File: src/hw/rtl/qte_pkg.sv
package qte_pkg;

  // Number of CORDIC cells per lane (at most 24 are built); the angle table has 24 entries
  localparam int CORDIC_STAGES = 16;
  localparam int NSTG = (CORDIC_STAGES > 24) ? 24 : CORDIC_STAGES;

  localparam int DW   = 16;  // field width
  localparam int PW   = 32;  // product width
  localparam int SW   = 34;  // numerator / denominator width
  localparam int SSW  = 30;  // clamped asin argument width
  localparam int CW   = 37;  // CORDIC vector width
  localparam int ZW   = 33;  // CORDIC angle width, Q.29
  localparam int VW   = 58;  // square root working width
  localparam int SQN  = 29;  // square root cells, one result bit each
  localparam int SQTOP = 56; // first trial bit position
  localparam int IW   = 5;   // cell index width

  localparam logic signed [SW-1:0] ONE_Q28 = SW'(64'sd268435456);
  localparam logic signed [ZW-1:0] HALF_PI_Q29 = 33'sd843314857;

  typedef struct packed {
    logic signed [CW-1:0] x;
    logic signed [CW-1:0] y;
    logic signed [ZW-1:0] z;
    logic                 zero;
  } cord_t;

  typedef struct packed {
    logic [VW-1:0] v;
    logic [VW-1:0] res;
  } sq_t;

  function automatic logic signed [ZW-1:0] atan_q29(input logic [IW-1:0] i);
    logic signed [ZW-1:0] a;
    case (i)
      5'd0:    a = 33'sd421657428;
      5'd1:    a = 33'sd248918915;
      5'd2:    a = 33'sd131521918;
      5'd3:    a = 33'sd66762579;
      5'd4:    a = 33'sd33510843;
      5'd5:    a = 33'sd16771758;
      5'd6:    a = 33'sd8387925;
      5'd7:    a = 33'sd4194219;
      5'd8:    a = 33'sd2097141;
      5'd9:    a = 33'sd1048575;
      5'd10:   a = 33'sd524288;
      5'd11:   a = 33'sd262144;
      5'd12:   a = 33'sd131072;
      5'd13:   a = 33'sd65536;
      5'd14:   a = 33'sd32768;
      5'd15:   a = 33'sd16384;
      5'd16:   a = 33'sd8192;
      5'd17:   a = 33'sd4096;
      5'd18:   a = 33'sd2048;
      5'd19:   a = 33'sd1024;
      5'd20:   a = 33'sd512;
      5'd21:   a = 33'sd256;
      5'd22:   a = 33'sd128;
      5'd23:   a = 33'sd64;
      default: a = '0;
    endcase
    return a;
  endfunction

endpackage

File: src/hw/rtl/qte_sqrt_cell.sv
module qte_sqrt_cell
  import qte_pkg::*;
(
  input  logic          clk,
  input  logic          en,
  input  logic [IW-1:0] idx,
  input  sq_t           d_in,
  output sq_t           d_out
);

  logic [5:0]    sh;
  logic [VW-1:0] bitv;
  logic [VW-1:0] trial;
  sq_t           d_nxt;
  sq_t           d_r;

  // Try one result bit: subtract when the remainder allows it
  always_comb begin
    sh    = 6'(SQTOP) - {idx, 1'b0};
    bitv  = VW'(1) << sh;
    trial = d_in.res + bitv;
    if (d_in.v >= trial) begin
      d_nxt.v   = d_in.v - trial;
      d_nxt.res = (d_in.res >> 1) + bitv;
    end else begin
      d_nxt.v   = d_in.v;
      d_nxt.res = d_in.res >> 1;
    end
  end

  always_ff @(posedge clk) begin
    if (en) begin
      d_r <= d_nxt;
    end
  end

  assign d_out = d_r;

endmodule

File: config.mk
export PLATFORM = sky130hd
export DESIGN_NAME = qte_sqrt_cell
export DESIGN_NICKNAME = d
export VERILOG_FILES = /design/src/hw/rtl/qte_pkg.sv /design/src/hw/rtl/qte_sqrt_cell.sv
export SDC_FILE = /design/constraint.sdc
export NUM_CORES = 1
export LEC_CHECK = 0
export BUFFER_PORTS_ARGS = -buffer_cell sky130_fd_sc_hd__buf_2
export CORE_MARGIN = 3
export CORE_UTILIZATION = 54
export CTS_CLUSTER_SIZE = 14
export DETAILED_ROUTE_END_ITERATION = 6
export MAX_ROUTING_LAYER = met4
export PLACE_DENSITY = 0.81
export SLEW_MARGIN = 20
export SYNTH_ARGS = -nofsm -noshare
export SYNTH_HDL_FRONTEND = slang
export SYNTH_SLANG_ARGS = --single-unit
File: constraint.sdc
create_clock -name clk -period 8.2 [get_ports clk]
set_input_delay 1.64 -clock clk [delete_from_list [all_inputs] [get_ports clk]]
set_output_delay 1.64 -clock clk [all_outputs]
set_load 0.02 [all_outputs]
== Word level (Yosys, flattened, before mapping) ==
Cells that the tools add are included.
Widths: inputs -> output; s select.

* Output and inout port bits: 116
* Bits in registers: 116
* Word-level logic and storage cells: 10
* Bits of input ports: 123

* Order comparisons: 1
* Add/sub/neg operators: 4
* Shift operators: 1
* Muxes and demuxes: 1

{| class="wikitable"
|+ Operators by type and width
! operator !! count
|-
| $mux 116 || 1
|-
| $add 57x58->58 || 1
|-
| $add 58x58->58 || 1
|-
| $ge 58x58->1 || 1
|-
| $shl 1x6->58 const A || 1
|-
| $sub 58x58->58 || 1
|-
| $sub 6x6->6 const A || 1
|}

== Depth between registers and ports, before layout ==
* Word-level depth: 5
* Mapped depth: 30
* Mapped depth without buffers: 26

== Worst setup path after synthesis ==
OpenSTA, ideal clock, no wires.

* Kind: input to register
* Start point: input idx[0]
* End point: register d_r (netlist bit d_out[19]), data pin
* Setup slack: 1.132 ns
* Buffers on the path: 2
* Data required time: 7.932 ns
* Setup time: 0.268 ns
* Stages: 26
* Arrival time: 6.800 ns
* Path through: buf_2 > nor2_1 > and4_1 > ha_1 > ha_1 > a31oi_1 > nor4_1 > or2_2 > a31oi_2 > o21bai_1 > nand2_1 > maj3_1 > nor2_1 > o21ai_1 > xor2_1 > ha_1 > clkbuf_1 > nand4_1 > nor4_1 > nand4_1 > o41ai_1 > a21boi_0 > o221ai_1 > a31oi_2 > or4_1 > xnor2_1

{| class="wikitable"
|+ RTL lines
! item !! line !! RTL
|-
| start: declaration || qte_sqrt_cell.sv:6 || <nowiki>input logic [IW-1:0] idx,</nowiki>
|-
| end signal: assignment || qte_sqrt_cell.sv:33 || <nowiki>d_r <= d_nxt;</nowiki>
|-
| end: declaration || qte_sqrt_cell.sv:15 || <nowiki>sq_t d_r;</nowiki>
|}

==> results.py <==
metrics = {
    "setup_path": {
        "endpoint_kind": "register",
        "startpoint": "idx[2]",
        "critPathMaxStageDelay_ns": 0.43,
        "crit_slowest_cell": "a21oi_1",
        "cp.arrival_ns": 7.85,
        "cp-endpoint": "d_out[29]$_DFFE_PP_",
        "worstSetupPathType": "in2reg",
        "crit_fanout": 33,
        "startpoint_type": "input port",
        "cpMostUsedCell": "a21o_1",
        "worstPathRequired_ns": 8.37,
    },
    "sta": {
        "fin_ws_ns": 0.523,
        "timing.hold.ws_ns": 1.52,
        "finalSetupViolCount": 0,
        "worst_pin_slew_ns": 0.980,
        "rsz0062_at_grt": "no",
        "hold_viol": 0,
        "fmax_ghz": 0.130,
        "min_period_over_period": 0.936,
        "fin_crit_ns": 7.68,
        "setup_tns_ns": 0,
        "slew_violations": 0,
        "relSlewSlack": 0.347,
    },
    "run_status": {
        "status": "finished, final reports clean",
    },
    "synthesis": {
        "ys_seq_area_frac": 0.276,
        "synth_top_area_cell": "edfxtp_1",
        "synthesis.nets": 1774,
        "syn_area_um2": 12600,
        "synthCells": 1552,
        "yosysWarnings": 0,
        "synth-edff-count": 116,
        "synth_common_cells": "nand2_1, nor2_1, a21oi_1, edfxtp_1, xnor2_1",
        "synth_area_leaders": "edfxtp_1, ha_1, xnor2_1",
        "yosys_most_used_dff": "edfxtp_1",
        "ys_ff_latch": 116,
        "synth-async-reset-ratio": 0,
        "yosysTopAreaCellShare": 0.276,
        "ys_types": 102,
        "synth_area_per_cell_um2": 8.14,
    },
    "pwr": {
        "power.share.sequential": 0.319,
        "clkPwrFrac": 0.330,
        "finalPower_mw": 2.40,
        "peakVddDrop_uv": 119,
        "power.density_nw_per_um2": 163,
        "power.leakage_nw": 5.99,
        "combPwrFrac": 0.351,
        "switching_share": 0.365,
        "p_sw_mw": 0.878,
        "internal_power_mw": 1.53,
    },
    "finish": {
        "final_cells": 2085,
        "nNetsFinal": 1978,
        "final_area_um2": 14700,
        "finalCoreUtilization": 0.646,
        "syn2layout_area_growth_pct": 16.5,
        "largest_reg_flops": 116,
        "drive_above_1_share": 0.194,
    },
    "placement": {
        "gp_congestion": 0.975,
        "dp_hpwl_mm": 33.1,
        "dpl-instance-area_um2": 14100,
        "placed_cells": 2050,
        "place_ws_ns": -0.0349,
        "io_buffers": 238,
    },
    "floorplan": {
        "initial_utilization": 0.554,
        "die_area_um2": 25300,
        "die-width_um": 159,
        "die-height_um": 159,
        "rows": 55,
        "ios": 239,
        "core_area_um2": 22800,
    },
    "grt": {
        "antenna_found_initial": 3,
        "grt_pass1_vias": 12100,
        "grt_max_degree": 74,
        "grt-ovfl-total": 0,
        "grt_use_total": 0.331,
        "grt_pass1_wl_mm": 65.3,
    },
    "drt": {
        "wl_per_cell_um": 20.0,
        "drtAntennaViolNets": 0,
        "viasPerCell": 6.13,
        "drc": 0,
        "routed_wl_mm": 41.8,
        "vias": 12800,
        "first_pass_iters": 6,
        "first_iter_violations": 1319,
    },
    "job": {
        "max_cap_violations": 0,
    },
    "clocking": {
        "clock-sinks": 116,
        "root_buffer": "clkbuf_16",
        "holdBufCountCts": 0,
        "cts_buffers": 17,
        "htreeDepth": 4,
        "clock_path_buffers": 2,
        "cts.clk_slew.worst_paths_ns": 0.06,
        "tritoncts": "yes",
    },
    "hold_path": {
        "worstHoldPathType": "in2reg",
        "hold_depth": 3,
    },
}
-- worst min path at each step --
stage	from	endpoint
4_1_cts	d_in[113]	d_out[113]$_DFFE_PP_
3_5_place_dp	d_in[113]	d_out[113]$_DFFE_PP_
5_1_grt	d_in[60]	d_out[60]$_DFFE_PP_
3_3_place_gp	d_in[113]	d_out[113]$_DFFE_PP_
6_report	d_in[60]	d_out[60]$_DFFE_PP_
2_1_floorplan	en	d_out[0]$_DFFE_PP_
-- routing by layer --
layer	GRT usage	vias up	routed length (um)
li1	-	6116	-
met1	0.443	5912	18100
met2	0.500	665	18500
met3	0.0684	95	3840
met4	0.115	0	1410
met5	-	-	0
-- kinds of logic after synthesis --
logic type / count (synthesis) / share of synthesized area
AOI/OAI and AO/OA: 497 / 0.251
xor gates and xnor gates: 177 / 0.123
adders and majority gates: 105 / 0.103
buffers and inverters: 114 / 0.0371
DFF: 116 / 0.276
muxes: 3 / 0.00258
and+or+nand+nor: 540 / 0.207
-- timing repair --
item | 4_1_cts | 5_1_grt
buffers inserted | 0 | 0
gates resized for setup | 0 | 2
setup endpoints to repair | 0 | 72
-- critical path, delay by kind of cell --
family                     cells  cell delay, ns
AOI/OAI and AO/OA             17            3.99
xor gates and xnor gates       2            0.38
adders and majority gates      2            0.65
buffers and inverters          2            0.60
and+or+nand+nor                3            0.58
-- cell usage in the layout (no fill, tap or decap), drive strengths merged, types with 8 or more instances in the layout --
master	instances
or3	10
o31ai	13
ha	98
a21boi	10
nand2	175
a211oi	12
and3	13
clkbuf	17
o21ai	113
inv	45
buf	257
o21a	12
a31o	8
nand2b	15
and2	9
nor3	25
a21o	36
a31oi	50
o21bai	25
xor2	65
nor2	181
edfxtp	116
xnor2	112
a21oi	158
nand4	25
nor2b	23
nand3	22
-- final cells by class --
| class | count | area (um2) |
|---|---|---|
| Multi-Input combinational cell | 1322 | 8710 |
| Fill cell | 2017 | 8070 |
| Sequential cell | 116 | 3480 |
| Timing Repair Buffer | 257 | 1360 |
| Clock buffer | 17 | 425 |
| Tap cell | 313 | 392 |
| Clock inverter | 15 | 178 |
| Inverter | 42 | 158 |
| Antenna cell | 3 | 7.51 |
-- power groups by stage --
stage	clock, mW	combinational (mW)	sequential, mW
after CTS	0.799	0.830	0.768
after detailed placement	0	0.826	0.780
after global routing	0.822	0.912	0.775
after floorplan	0	0.457	0.877
final	0.793	0.843	0.768
after global placement	0	0.819	0.779
Note: power is estimated with default switching activity, not from simulation.
